`src/rtl/core/hbp_pkg.sv`:
```
`default_nettype none
package hbp_pkg;

  localparam int unsigned HueW    = 13;
  localparam int unsigned ByteW   = 8;
  localparam int unsigned WeightW = 10;
  localparam int unsigned ProdW   = 16;
  localparam int unsigned XprodW  = 18;

  localparam logic [HueW-1:0]    HUE_SECTOR = 13'd960;
  localparam logic [HueW-1:0]    HUE_FULL   = 13'd5760;
  localparam logic [WeightW-1:0] WEIGHT_MAX = 10'd960;
  localparam int unsigned        XprodShift = 6;
  localparam logic [14:0]        RECIP15    = 15'd17477;
  localparam int unsigned        RecipShift = 18;

  typedef enum logic [2:0] {
    SEC_RED_GRN = 3'd0,
    SEC_GRN_RED = 3'd1,
    SEC_GRN_BLU = 3'd2,
    SEC_BLU_GRN = 3'd3,
    SEC_BLU_RED = 3'd4,
    SEC_RED_BLU = 3'd5
  } sector_t;

  typedef struct packed {
    sector_t             sector;
    logic [WeightW-1:0]  weight;
    logic [ProdW-1:0]    prod;
    logic [ByteW-1:0]    val;
  } s1_t;

  typedef struct packed {
    sector_t             sector;
    logic [WeightW-1:0]  weight;
    logic [ByteW-1:0]    chroma;
    logic [ByteW-1:0]    val;
  } s2_t;

  typedef struct packed {
    sector_t             sector;
    logic [XprodW-1:0]   xprod;
    logic [ByteW-1:0]    chroma;
    logic [ByteW-1:0]    offset;
  } s3_t;

  typedef struct packed {
    sector_t             sector;
    logic [ByteW-1:0]    xval;
    logic [ByteW-1:0]    chroma;
    logic [ByteW-1:0]    offset;
  } s4_t;

  // floor(p / 255) for p up to 65279
  function automatic logic [ByteW-1:0] div255(input logic [ProdW-1:0] p);
    logic [ProdW:0] y;
    logic [ProdW:0] s;
    y = {1'b0, p} + 17'd1;
    s = y + (y >> 8);
    return s[15:8];
  endfunction

  // 0..255 clamp of a 9-bit sum
  function automatic logic [ByteW-1:0] sat8(input logic [ByteW:0] s);
    return s[ByteW] ? {ByteW{1'b1}} : s[ByteW-1:0];
  endfunction

endpackage
`default_nettype wire

```
`src/rtl/core/hbp_if.sv`:
```
`default_nettype none
interface hbp_hsv_if
  import hbp_pkg::*;
();
  logic              valid;
  logic              ready;
  logic [HueW-1:0]   hue;
  logic [ByteW-1:0]  sat;
  logic [ByteW-1:0]  val;

  modport source (output valid, hue, sat, val, input ready);
  modport sink   (input valid, hue, sat, val, output ready);
endinterface

interface hbp_bgr_if
  import hbp_pkg::*;
();
  logic              valid;
  logic              ready;
  logic [ByteW-1:0]  blue;
  logic [ByteW-1:0]  green;
  logic [ByteW-1:0]  red;

  modport source (output valid, blue, green, red, input ready);
  modport sink   (input valid, blue, green, red, output ready);
endinterface
`default_nettype wire

```
`src/rtl/core/hbp_chroma.sv`:
```
`default_nettype none
module hbp_chroma
  import hbp_pkg::*;
(
  input  wire logic             clk,
  input  wire logic             rst,
  input  wire logic             in_valid,
  output logic                  in_ready,
  input  wire logic [HueW-1:0]  hue,
  input  wire logic [ByteW-1:0] sat,
  input  wire logic [ByteW-1:0] val,
  output logic                  out_valid,
  input  wire logic             out_ready,
  output s2_t                   out_data
);

  logic            v1;
  s1_t             d1;
  s1_t             d1_next;
  logic            en1;
  logic            en2;
  logic [HueW-1:0] hue_c;
  logic [2:0]      sec;
  logic [HueW-1:0] frac;

  assign en2      = !out_valid || out_ready;
  assign en1      = !v1 || en2;
  assign in_ready = en1;

  always_comb begin
    hue_c = (hue > HUE_FULL) ? HUE_FULL : hue;
    if (hue_c == HUE_FULL) begin
      sec  = 3'd5;
      frac = HUE_SECTOR;
    end else begin
      sec = 3'((hue_c >= 13'd960)  ? 1 : 0) + 3'((hue_c >= 13'd1920) ? 1 : 0)
          + 3'((hue_c >= 13'd2880) ? 1 : 0) + 3'((hue_c >= 13'd3840) ? 1 : 0)
          + 3'((hue_c >= 13'd4800) ? 1 : 0);
      frac = hue_c - 13'(sec * HUE_SECTOR);
    end
    d1_next.sector = sector_t'(sec);
    d1_next.weight = sec[0] ? (WEIGHT_MAX - frac[WeightW-1:0]) : frac[WeightW-1:0];
    d1_next.prod   = val * sat;
    d1_next.val    = val;
  end

  always_ff @(posedge clk) begin
    if (rst) begin
      v1 <= 1'b0;
    end else if (en1) begin
      v1 <= in_valid;
    end
    if (en1) begin
      d1 <= d1_next;
    end
  end

  always_ff @(posedge clk) begin
    if (rst) begin
      out_valid <= 1'b0;
    end else if (en2) begin
      out_valid <= v1;
    end
    if (en2) begin
      out_data.sector <= d1.sector;
      out_data.weight <= d1.weight;
      out_data.chroma <= div255(d1.prod);
      out_data.val    <= d1.val;
    end
  end

endmodule
`default_nettype wire

```
`src/rtl/core/hbp_hue_mix.sv`:
```
`default_nettype none
module hbp_hue_mix
  import hbp_pkg::*;
(
  input  wire logic clk,
  input  wire logic rst,
  input  wire logic in_valid,
  output logic      in_ready,
  input  s2_t       in_data,
  output logic      out_valid,
  input  wire logic out_ready,
  output s4_t       out_data
);

  logic                    v3;
  s3_t                     d3;
  logic                    en3;
  logic                    en4;
  logic [XprodW-XprodShift-1:0] n;
  logic [26:0]             q;

  assign en4      = !out_valid || out_ready;
  assign en3      = !v3 || en4;
  assign in_ready = en3;

  // x = xprod / 960 = (xprod >> 6) / 15
  assign n = d3.xprod[XprodW-1:XprodShift];
  assign q = n * RECIP15;

  always_ff @(posedge clk) begin
    if (rst) begin
      v3 <= 1'b0;
    end else if (en3) begin
      v3 <= in_valid;
    end
    if (en3) begin
      d3.sector <= in_data.sector;
      d3.xprod  <= in_data.chroma * in_data.weight;
      d3.chroma <= in_data.chroma;
      d3.offset <= in_data.val - in_data.chroma;
    end
  end

  always_ff @(posedge clk) begin
    if (rst) begin
      out_valid <= 1'b0;
    end else if (en4) begin
      out_valid <= v3;
    end
    if (en4) begin
      out_data.sector <= d3.sector;
      out_data.xval   <= q[RecipShift+ByteW-1:RecipShift];
      out_data.chroma <= d3.chroma;
      out_data.offset <= d3.offset;
    end
  end

endmodule
`default_nettype wire

```
`src/rtl/core/hbp_assemble.sv`:
```
`default_nettype none
module hbp_assemble
  import hbp_pkg::*;
(
  input  wire logic  clk,
  input  wire logic  rst,
  input  wire logic  in_valid,
  output logic       in_ready,
  input  s4_t        in_data,
  hbp_bgr_if.source  bgr
);

  logic             en5;
  logic [ByteW-1:0] r;
  logic [ByteW-1:0] g;
  logic [ByteW-1:0] b;

  assign en5      = !bgr.valid || bgr.ready;
  assign in_ready = en5;

  always_comb begin
    case (in_data.sector)
      SEC_RED_GRN: begin r = in_data.chroma; g = in_data.xval;   b = '0;             end
      SEC_GRN_RED: begin r = in_data.xval;   g = in_data.chroma; b = '0;             end
      SEC_GRN_BLU: begin r = '0;             g = in_data.chroma; b = in_data.xval;   end
      SEC_BLU_GRN: begin r = '0;             g = in_data.xval;   b = in_data.chroma; end
      SEC_BLU_RED: begin r = in_data.xval;   g = '0;             b = in_data.chroma; end
      default:     begin r = in_data.chroma; g = '0;             b = in_data.xval;   end
    endcase
  end

  always_ff @(posedge clk) begin
    if (rst) begin
      bgr.valid <= 1'b0;
    end else if (en5) begin
      bgr.valid <= in_valid;
    end
    if (en5) begin
      bgr.blue  <= sat8({1'b0, b} + {1'b0, in_data.offset});
      bgr.green <= sat8({1'b0, g} + {1'b0, in_data.offset});
      bgr.red   <= sat8({1'b0, r} + {1'b0, in_data.offset});
    end
  end

endmodule
`default_nettype wire

```
`src/rtl/core/hsv_to_bgr_pixel.sv`:
```
// HSV to BGR pixel converter. Takes one HSV word per clock (hue in 1/16 degree,
// 0..5760, larger values treated as 5760; saturation and value 0..255) and
// returns blue, green and red bytes, one word per clock when the output is
// not stalled. The five register stages are: sector split and value*saturation
// multiply, divide by 255, chroma*weight multiply, divide by 960 through a
// reciprocal multiply, channel select and offset add. Each stage holds its
// own valid bit, so bubbles close up under backpressure and the input stays
// ready until every stage holds a word.
`default_nettype none
module hsv_to_bgr_pixel
  import hbp_pkg::*;
(
  input  wire logic clk,
  input  wire logic rst,
  hbp_hsv_if.sink   hsv,
  hbp_bgr_if.source bgr
);

  logic c_valid;
  logic c_ready;
  s2_t  c_data;
  logic m_valid;
  logic m_ready;
  s4_t  m_data;

  hbp_chroma u_chroma (
    .clk       (clk),
    .rst       (rst),
    .in_valid  (hsv.valid),
    .in_ready  (hsv.ready),
    .hue       (hsv.hue),
    .sat       (hsv.sat),
    .val       (hsv.val),
    .out_valid (c_valid),
    .out_ready (c_ready),
    .out_data  (c_data)
  );

  hbp_hue_mix u_hue_mix (
    .clk       (clk),
    .rst       (rst),
    .in_valid  (c_valid),
    .in_ready  (c_ready),
    .in_data   (c_data),
    .out_valid (m_valid),
    .out_ready (m_ready),
    .out_data  (m_data)
  );

  hbp_assemble u_assemble (
    .clk      (clk),
    .rst      (rst),
    .in_valid (m_valid),
    .in_ready (m_ready),
    .in_data  (m_data),
    .bgr      (bgr)
  );

endmodule
`default_nettype wire

```
`src/flat_wrapper.sv`:
```
// flat-port wrapper written by rule: the top's interface ports become plain ports
module hsv_to_bgr_pixel_flat import hbp_pkg::*;
  (clk, rst, hsv_valid, hsv_hue, hsv_sat, hsv_val, hsv_ready, bgr_valid, bgr_blue, bgr_green, bgr_red, bgr_ready);
  hbp_hsv_if hsv_i ();
  hbp_bgr_if bgr_i ();
  input  wire logic clk;
  input  wire logic rst;
  input wire logic [$bits(hsv_i.valid)-1:0] hsv_valid;
  input wire logic [$bits(hsv_i.hue)-1:0] hsv_hue;
  input wire logic [$bits(hsv_i.sat)-1:0] hsv_sat;
  input wire logic [$bits(hsv_i.val)-1:0] hsv_val;
  output wire logic [$bits(hsv_i.ready)-1:0] hsv_ready;
  output wire logic [$bits(bgr_i.valid)-1:0] bgr_valid;
  output wire logic [$bits(bgr_i.blue)-1:0] bgr_blue;
  output wire logic [$bits(bgr_i.green)-1:0] bgr_green;
  output wire logic [$bits(bgr_i.red)-1:0] bgr_red;
  input wire logic [$bits(bgr_i.ready)-1:0] bgr_ready;
  assign hsv_i.valid = hsv_valid;
  assign hsv_i.hue = hsv_hue;
  assign hsv_i.sat = hsv_sat;
  assign hsv_i.val = hsv_val;
  assign hsv_ready = hsv_i.ready;
  assign bgr_valid = bgr_i.valid;
  assign bgr_blue = bgr_i.blue;
  assign bgr_green = bgr_i.green;
  assign bgr_red = bgr_i.red;
  assign bgr_i.ready = bgr_ready;
  hsv_to_bgr_pixel u_core (.clk(clk), .rst(rst), .hsv(hsv_i), .bgr(bgr_i));
endmodule
```
`config.mk`:
```
export PLATFORM = sky130hd
export DESIGN_NAME = hsv_to_bgr_pixel_flat
export DESIGN_NICKNAME = d
export VERILOG_FILES = /design/src/rtl/core/hbp_pkg.sv /design/src/rtl/core/hbp_if.sv /design/src/rtl/core/hbp_chroma.sv /design/src/rtl/core/hbp_hue_mix.sv /design/src/rtl/core/hbp_assemble.sv /design/src/rtl/core/hsv_to_bgr_pixel.sv /design/src/flat_wrapper.sv
export SDC_FILE = /design/constraint.sdc
export NUM_CORES = 1
export LEC_CHECK = 0
export BUFFER_PORTS_ARGS = -buffer_cell sky130_fd_sc_hd__buf_2
export CAP_MARGIN = 20
export CORE_AREA = 3 3 154 156
export CTS_CLUSTER_DIAMETER = 120
export DETAILED_ROUTE_END_ITERATION = 12
export DIE_AREA = 0 0 157 159
export PLACE_DENSITY_LB_ADDON = 0.05
export SYNTH_ARGS = -nofsm -noshare
export SYNTH_HDL_FRONTEND = slang
export SYNTH_SLANG_ARGS = --single-unit
```
`constraint.sdc`:
```
create_clock -name clk -period 9.9 [get_ports clk]
set_input_delay 1.485 -clock clk [delete_from_list [all_inputs] [get_ports clk]]
set_output_delay 1.485 -clock clk [all_outputs]
set_load 0.005 [all_outputs]
```
### Yosys cells after proc, flatten, opt, wreduce, memory -nomap -nowiden

Index checks and enable logic that the tools add are counted.

| storage, ports and cells | value |
|---|---|
| flip-flop bits (word level) | 159 |
| latch bits | 0 |
| memory bits (writable) | 0 |
| bits in read-only memories | 0 |
| bits of input ports | 33 |
| output and inout port bits | 26 |
| word-level logic and storage cells | 81 |
| memories kept | 0 |

| operators by class | value |
|---|---|
| add/subtract/negate cells | 12 |
| $mul | 4 |
| div/mod/pow operators | 0 |
| order comparisons | 6 |
| equal/unequal tests | 5 |
| shift-type cells | 0 |
| muxes and demuxes | 12 |
| bitwise gates (word level) | 0 |
| reductions and logical operators | 17 |

Operator list:

| operator | number |
|---|---|
| $pmux 8 s2 | 3 |
| $add 8x8->9 | 3 |
| $ge 13x12->1 const B | 2 |
| $mul 12x15->26 const B | 1 |
| $mux 10 | 2 |
| $mul 8x10->18 | 1 |
| $add 16x1->17 const B | 1 |
| $add 16x9->16 | 1 |
| $mul 8x8->16 | 1 |
| $eq 13x13->1 const B | 1 |
| $ge 13x10->1 const B | 1 |
| $ge 13x11->1 const B | 1 |
| $ge 13x13->1 const B | 1 |
| $gt 13x13->1 const B | 1 |
| $mux 13 | 1 |
| $reduce_or 2->1 | 6 |
| $sub 10x10->10 | 1 |
| $sub 10x10->10 const A | 1 |
| $sub 8x8->8 | 1 |
| $add 3x2->3 | 2 |
| $eq 3x2->1 const B | 2 |
| $mux 1 | 6 |
| $logic_not 1->1 | 5 |
| $logic_or 1x1->1 | 5 |
| 6 further kinds | 6 |

### Longest topological paths before layout

| logic depth | value |
|---|---|
| depth after elaboration | 13 |
| gate-level depth with buffers | 20 |
| gate-level depth less buffers | 20 |

### Hierarchy

From an unflattened synthesis, not the netlist that was laid out.

| second synthesis, totals | value |
|---|---|
| cell total of the unflattened synthesis | 1309 |
| area, all modules | 13848.3 um^2 |

Modules (own cells, without submodules):

| module | instances | cells each | area an instance (um^2) | sequential area each (um^2) |
|---|---|---|---|---|
| hbp_hue_mix | 1 | 530 | 5885.6 | 1781.7 |
| hbp_chroma | 1 | 497 | 5509.0 | 2021.9 |
| hbp_assemble | 1 | 282 | 2453.6 | 740.7 |

### Least setup slack after synthesis

No wires, ideal clock.

| timing path | value |
|---|---|
| kind | input-to-reg |
| start | input hsv_val[5] |
| end | register u_core.u_chroma.d1[23] (netlist bit) (data pin) |
| library setup time | 260 ps |
| data arrival time | 5224 ps |
| data required time | 9640 ps |
| path slack | 4416 ps |
| stages on the path | 15 |
| path buffers | 1 |
| path through | clkbuf_1 -> nand2_1 -> fa_1 -> fa_1 -> inv_1 -> fa_1 -> fa_1 -> ha_1 -> o21a_1 -> o31a_1 -> o211ai_1 -> a21oi_1 -> a2111oi_2 -> a21oi_1 -> xnor2_1 |

RTL lines:

| element | RTL line | source |
|---|---|---|
| from (decl) | flat_wrapper.sv:11 | `input wire logic [$bits(hsv_i.val)-1:0] hsv_val;` |
| to (signal assigned) | hbp_chroma.sv:54 | `d1 <= d1_next;` |
| to (decl) | hbp_chroma.sv:18 | `s1_t d1;` |

==> metrics.txt <==
# TYPE chip_impl_metric gauge
chip_impl_info{name="status",value="finished clean"} 1
chip_impl_metric{name="ctsLongestPathBuffers",unit=""} 2
chip_impl_metric{name="max_cap_violations",unit=""} 0
chip_impl_metric{name="initial_cell_density_of_the_core",unit="%"} 60.0
chip_impl_info{name="timing.critical_path.mode_cell",value="fa_1"} 1
chip_impl_metric{name="grt_pass1_wl",unit="um"} 42200
chip_impl_metric{name="clock_skew",unit="ps"} 18.1
chip_impl_info{name="critical-path-top-delay-family",value="adder cells"} 1
chip_impl_metric{name="setup_tns",unit="ps"} 0
chip_impl_metric{name="crit_required",unit="ps"} 10080
chip_impl_metric{name="final_layout_size_suffix_gt1_share",unit="%"} 8.50
chip_impl_info{name="worst_hold_path_type",value="flop to flop"} 1
chip_impl_metric{name="post-cts-setup-buffers",unit=""} 0
chip_impl_info{name="tritoncts",value="done"} 1
chip_impl_metric{name="netlist_instances",unit=""} 1279
chip_impl_metric{name="max-slew-margin-rel",unit="%"} 32.0
chip_impl_metric{name="gr-usage-all-layers",unit="%"} 20.7
chip_impl_info{name="ys_dominant_reg_cell",value="edfxtp_1"} 1
chip_impl_metric{name="tightest_slew",unit="ps"} 1020
chip_impl_metric{name="hold_violations",unit=""} 0
chip_impl_metric{name="via_count",unit=""} 8913
chip_impl_info{name="ys_top_cells_by_area",value="edfxtp_1 33%, ha_1 16%, fa_1 16%, inv_1 4.6%, nand2_1 4.4%"} 1
chip_impl_metric{name="via_per_inst",unit=""} 5.44
chip_impl_metric{name="clk_latency",unit="ps"} 440
chip_impl_metric{name="antenna_cells_inserted",unit=""} 0
chip_impl_metric{name="synth_cell_type_count",unit=""} 64
chip_impl_metric{name="dieHeight",unit="um"} 159
chip_impl_metric{name="first_global_vias",unit=""} 8969
chip_impl_metric{name="synth_seq_area_share",unit="%"} 33.7
chip_impl_info{name="cts_root_buf",value="clkbuf_16"} 1
chip_impl_metric{name="finalNetCount",unit=""} 1652
chip_impl_metric{name="post_synth_instance_area",unit="sq mm"} 0.0135
chip_impl_metric{name="worst-endpoint-arrival",unit="ps"} 5520
chip_impl_metric{name="highest_net_fanout_along_the_worst_path",unit=""} 8
chip_impl_metric{name="cts-buffers-inserted",unit=""} 17
chip_impl_metric{name="cts-hold-fix-buffers",unit=""} 0
chip_impl_metric{name="synth-edff-count",unit=""} 148
chip_impl_info{name="mostFrequentLayoutCells",value="173 x ha_1, 165 x inv_1, 157 x nand2_1"} 1
chip_impl_metric{name="finalSetupViolations",unit=""} 0
chip_impl_metric{name="htree_levels",unit=""} 4
chip_impl_metric{name="number_of_nets_produced_by_synthesis",unit=""} 1591
chip_impl_metric{name="clock-sinks",unit=""} 153
chip_impl_metric{name="die_w",unit="um"} 157
chip_impl_info{name="synth.largest_area_cell",value="edfxtp_1"} 1
chip_impl_metric{name="grt_start_max_net_pins",unit=""} 40
chip_impl_info{name="layout.cells.most_common",value="ha_1"} 1
chip_impl_metric{name="worst_setup_hold_path_clk_slew",unit="ps"} 70
chip_impl_metric{name="post-route-drc-count",unit=""} 0
chip_impl_metric{name="ioPinCount",unit=""} 59
chip_impl_metric{name="detail-route-antenna-nets",unit=""} 0
chip_impl_info{name="grt_setup_unrepaired",value="no"} 1
chip_impl_metric{name="fin_crit",unit="ps"} 5340
chip_impl_metric{name="gr-total-overflow",unit=""} 0
chip_impl_metric{name="drt_wl_total",unit="um"} 24400
chip_impl_metric{name="fin_crit_sh",unit="%"} 53.9
chip_impl_metric{name="synth-seq-cells",unit=""} 153
chip_impl_metric{name="detailedRoute.firstPassIterationCount",unit=""} 5
chip_impl_info{name="crit_type",value="input port to flop"} 1
chip_impl_metric{name="cp.buffers_inverters",unit=""} 2
chip_impl_metric{name="synth.yosys.warnings",unit=""} 0
chip_impl_metric{name="timing.final.max_slew_violations",unit=""} 0
chip_impl_metric{name="synth_area_per_cell",unit="sq um"} 10.6
chip_impl_metric{name="synthToLayoutAreaGrowth",unit="%"} 9.28
chip_impl_metric{name="cts_resized",unit=""} 0
chip_impl_metric{name="gp_routability_congestion",unit=""} 0.857
chip_impl_metric{name="dp_hpwl",unit="um"} 19500
chip_impl_metric{name="dpl.cell_count",unit=""} 1604
chip_impl_metric{name="slowest_delay",unit="ps"} 550
chip_impl_info{name="slowest_stage",value="fa_1"} 1
chip_impl_metric{name="std_cell_rows",unit=""} 55
chip_impl_metric{name="antenna_violations_before_repair",unit=""} 0
chip_impl_metric{name="synth_async_sr_flop_share",unit="%"} 0
chip_impl_metric{name="portBuffers",unit=""} 58
chip_impl_metric{name="synth.top_cell.area_share",unit="%"} 32.9
chip_impl_info{name="cp_cell_sequence",value="buf_2 -> nand2_1 -> fa_1 -> fa_1 -> inv_1 -> fa_1 -> fa_1 -> ha_1 -> o21a_1 -> o31a_1 -> o211ai_1 -> a21oi_1 -> a2111oi_2 -> a21oi_1 -> xnor2_1"} 1
chip_impl_info{name="start_kind",value="input port"} 1
chip_impl_metric{name="timing_limited_maximum_frequency",unit="MHz"} 187
chip_impl_metric{name="die_area",unit="sq mm"} 0.0250
chip_impl_metric{name="layout.cells.non_filler",unit=""} 1638
chip_impl_metric{name="detailedRoute.firstIterationViolations",unit=""} 348
chip_impl_info{name="worst_setup_path_end_kind",value="flop"} 1
chip_impl_metric{name="drt-wirelength-per-cell",unit="um"} 14.9
chip_impl_metric{name="core",unit="sq mm"} 0.0225
-- cell type report --
type,count,area (sq um)
inverter,166,623
clock inverter,14,161
sequential,153,4540
multi-input combinational,941,8260
fill,1820,7750
clock buffer,18,450
timing repair buffer,61,353
tap,285,357
-- layer usage --
metal / share of wire (%) / global-route usage, %
met5: 0 / 0
met4: 1.5 / 5.13
met3: 3.5 / 3.48
met2: 50 / 35.8
met1: 45 / 27.3
-- worst reg2reg max path, delay by kind of cell (launching register included) --
kind / cells / cell delay (ps)
simple gates: 1 / 150
fa+ha+maj: 5 / 2430
xor+xnor: 1 / 80
compound gates: 6 / 1270
flops: 1 / 680
buf+inv: 1 / 50
-- metrics by stage --
stage / util (%) / hold slack [ps] / worst slack [ps] / cell area, sq um
final: 65.5 / 414 / 4560 / 14800
after global routing: 65.5 / 425 / 4270 / 14800
after CTS: 65.3 / 416 / 4560 / 14700
after detailed placement: 62.6 / 405 / 4090 / 14100
after global placement: 62.6 / 401 / 4220 / 14100
after floorplan: - / 400 / 4420 / 13500
-- state kept, by name, summed over array words and instances (netlist names) --
register / count
u_core.u_assemble.bgr.blue: 8
u_core.u_assemble.bgr.green: 8
u_core.u_assemble.bgr.red: 8
u_core.u_assemble.bgr.valid: 1
u_core.u_chroma.d1: 37
u_core.u_chroma.out_data: 29
u_core.u_chroma.out_valid: 1
u_core.u_chroma.v1: 1
u_core.u_hue_mix.d3: 31
u_core.u_hue_mix.out_data: 27
u_core.u_hue_mix.out_valid: 1
u_core.u_hue_mix.v3: 1
-- cell usage after synthesis, types with 14 or more instances --
library cell,instances
ha_1,173
inv_1,165
nand2_1,157
edfxtp_1,148
fa_1,106
and2_1,78
nor2_1,62
a21oi_1,55
xnor2_1,52
xor2_1,31
o21ai_0,22
a22o_1,20
nor3_1,17
clkbuf_1,16
a21o_1,15
nand2b_1,14
nand3_1,14
-- path summary, 6_finish.rpt --
| kind | from | to | slack [ps] | depth (start not counted) |
|---|---|---|---|---|
| setup / recovery | hsv_sat[7] | u_core.u_chroma.d1[23] | 4560 | 15 |
| hold reg to reg | u_core.u_hue_mix.d3[15] | u_core.u_hue_mix.out_data[15] | 410 | 0 |
| hold / removal | u_core.u_hue_mix.d3[15] | u_core.u_hue_mix.out_data[15] | 410 | 0 |
| setup reg to reg | u_core.u_chroma.out_data[15] | u_core.u_hue_mix.d3[31] | 5010 | 14 |
-- logic make-up (layout without fill, tap and decap cells) --
group / after synthesis / count (layout) / share of synthesized area, %
buf+inv: 185 / 259 / 5.16
mux: 8 / 8 / 0.621
compound gates: 186 / 186 / 9.46
xor+xnor: 83 / 83 / 5.39
simple gates: 385 / 385 / 13.9
flops: 153 / 153 / 33.7
fa+ha+maj: 279 / 279 / 31.8
Power is left out: the tool's default activity adds up to more than one toggle a clock period on the data nets, which glitch-free logic cannot reach.
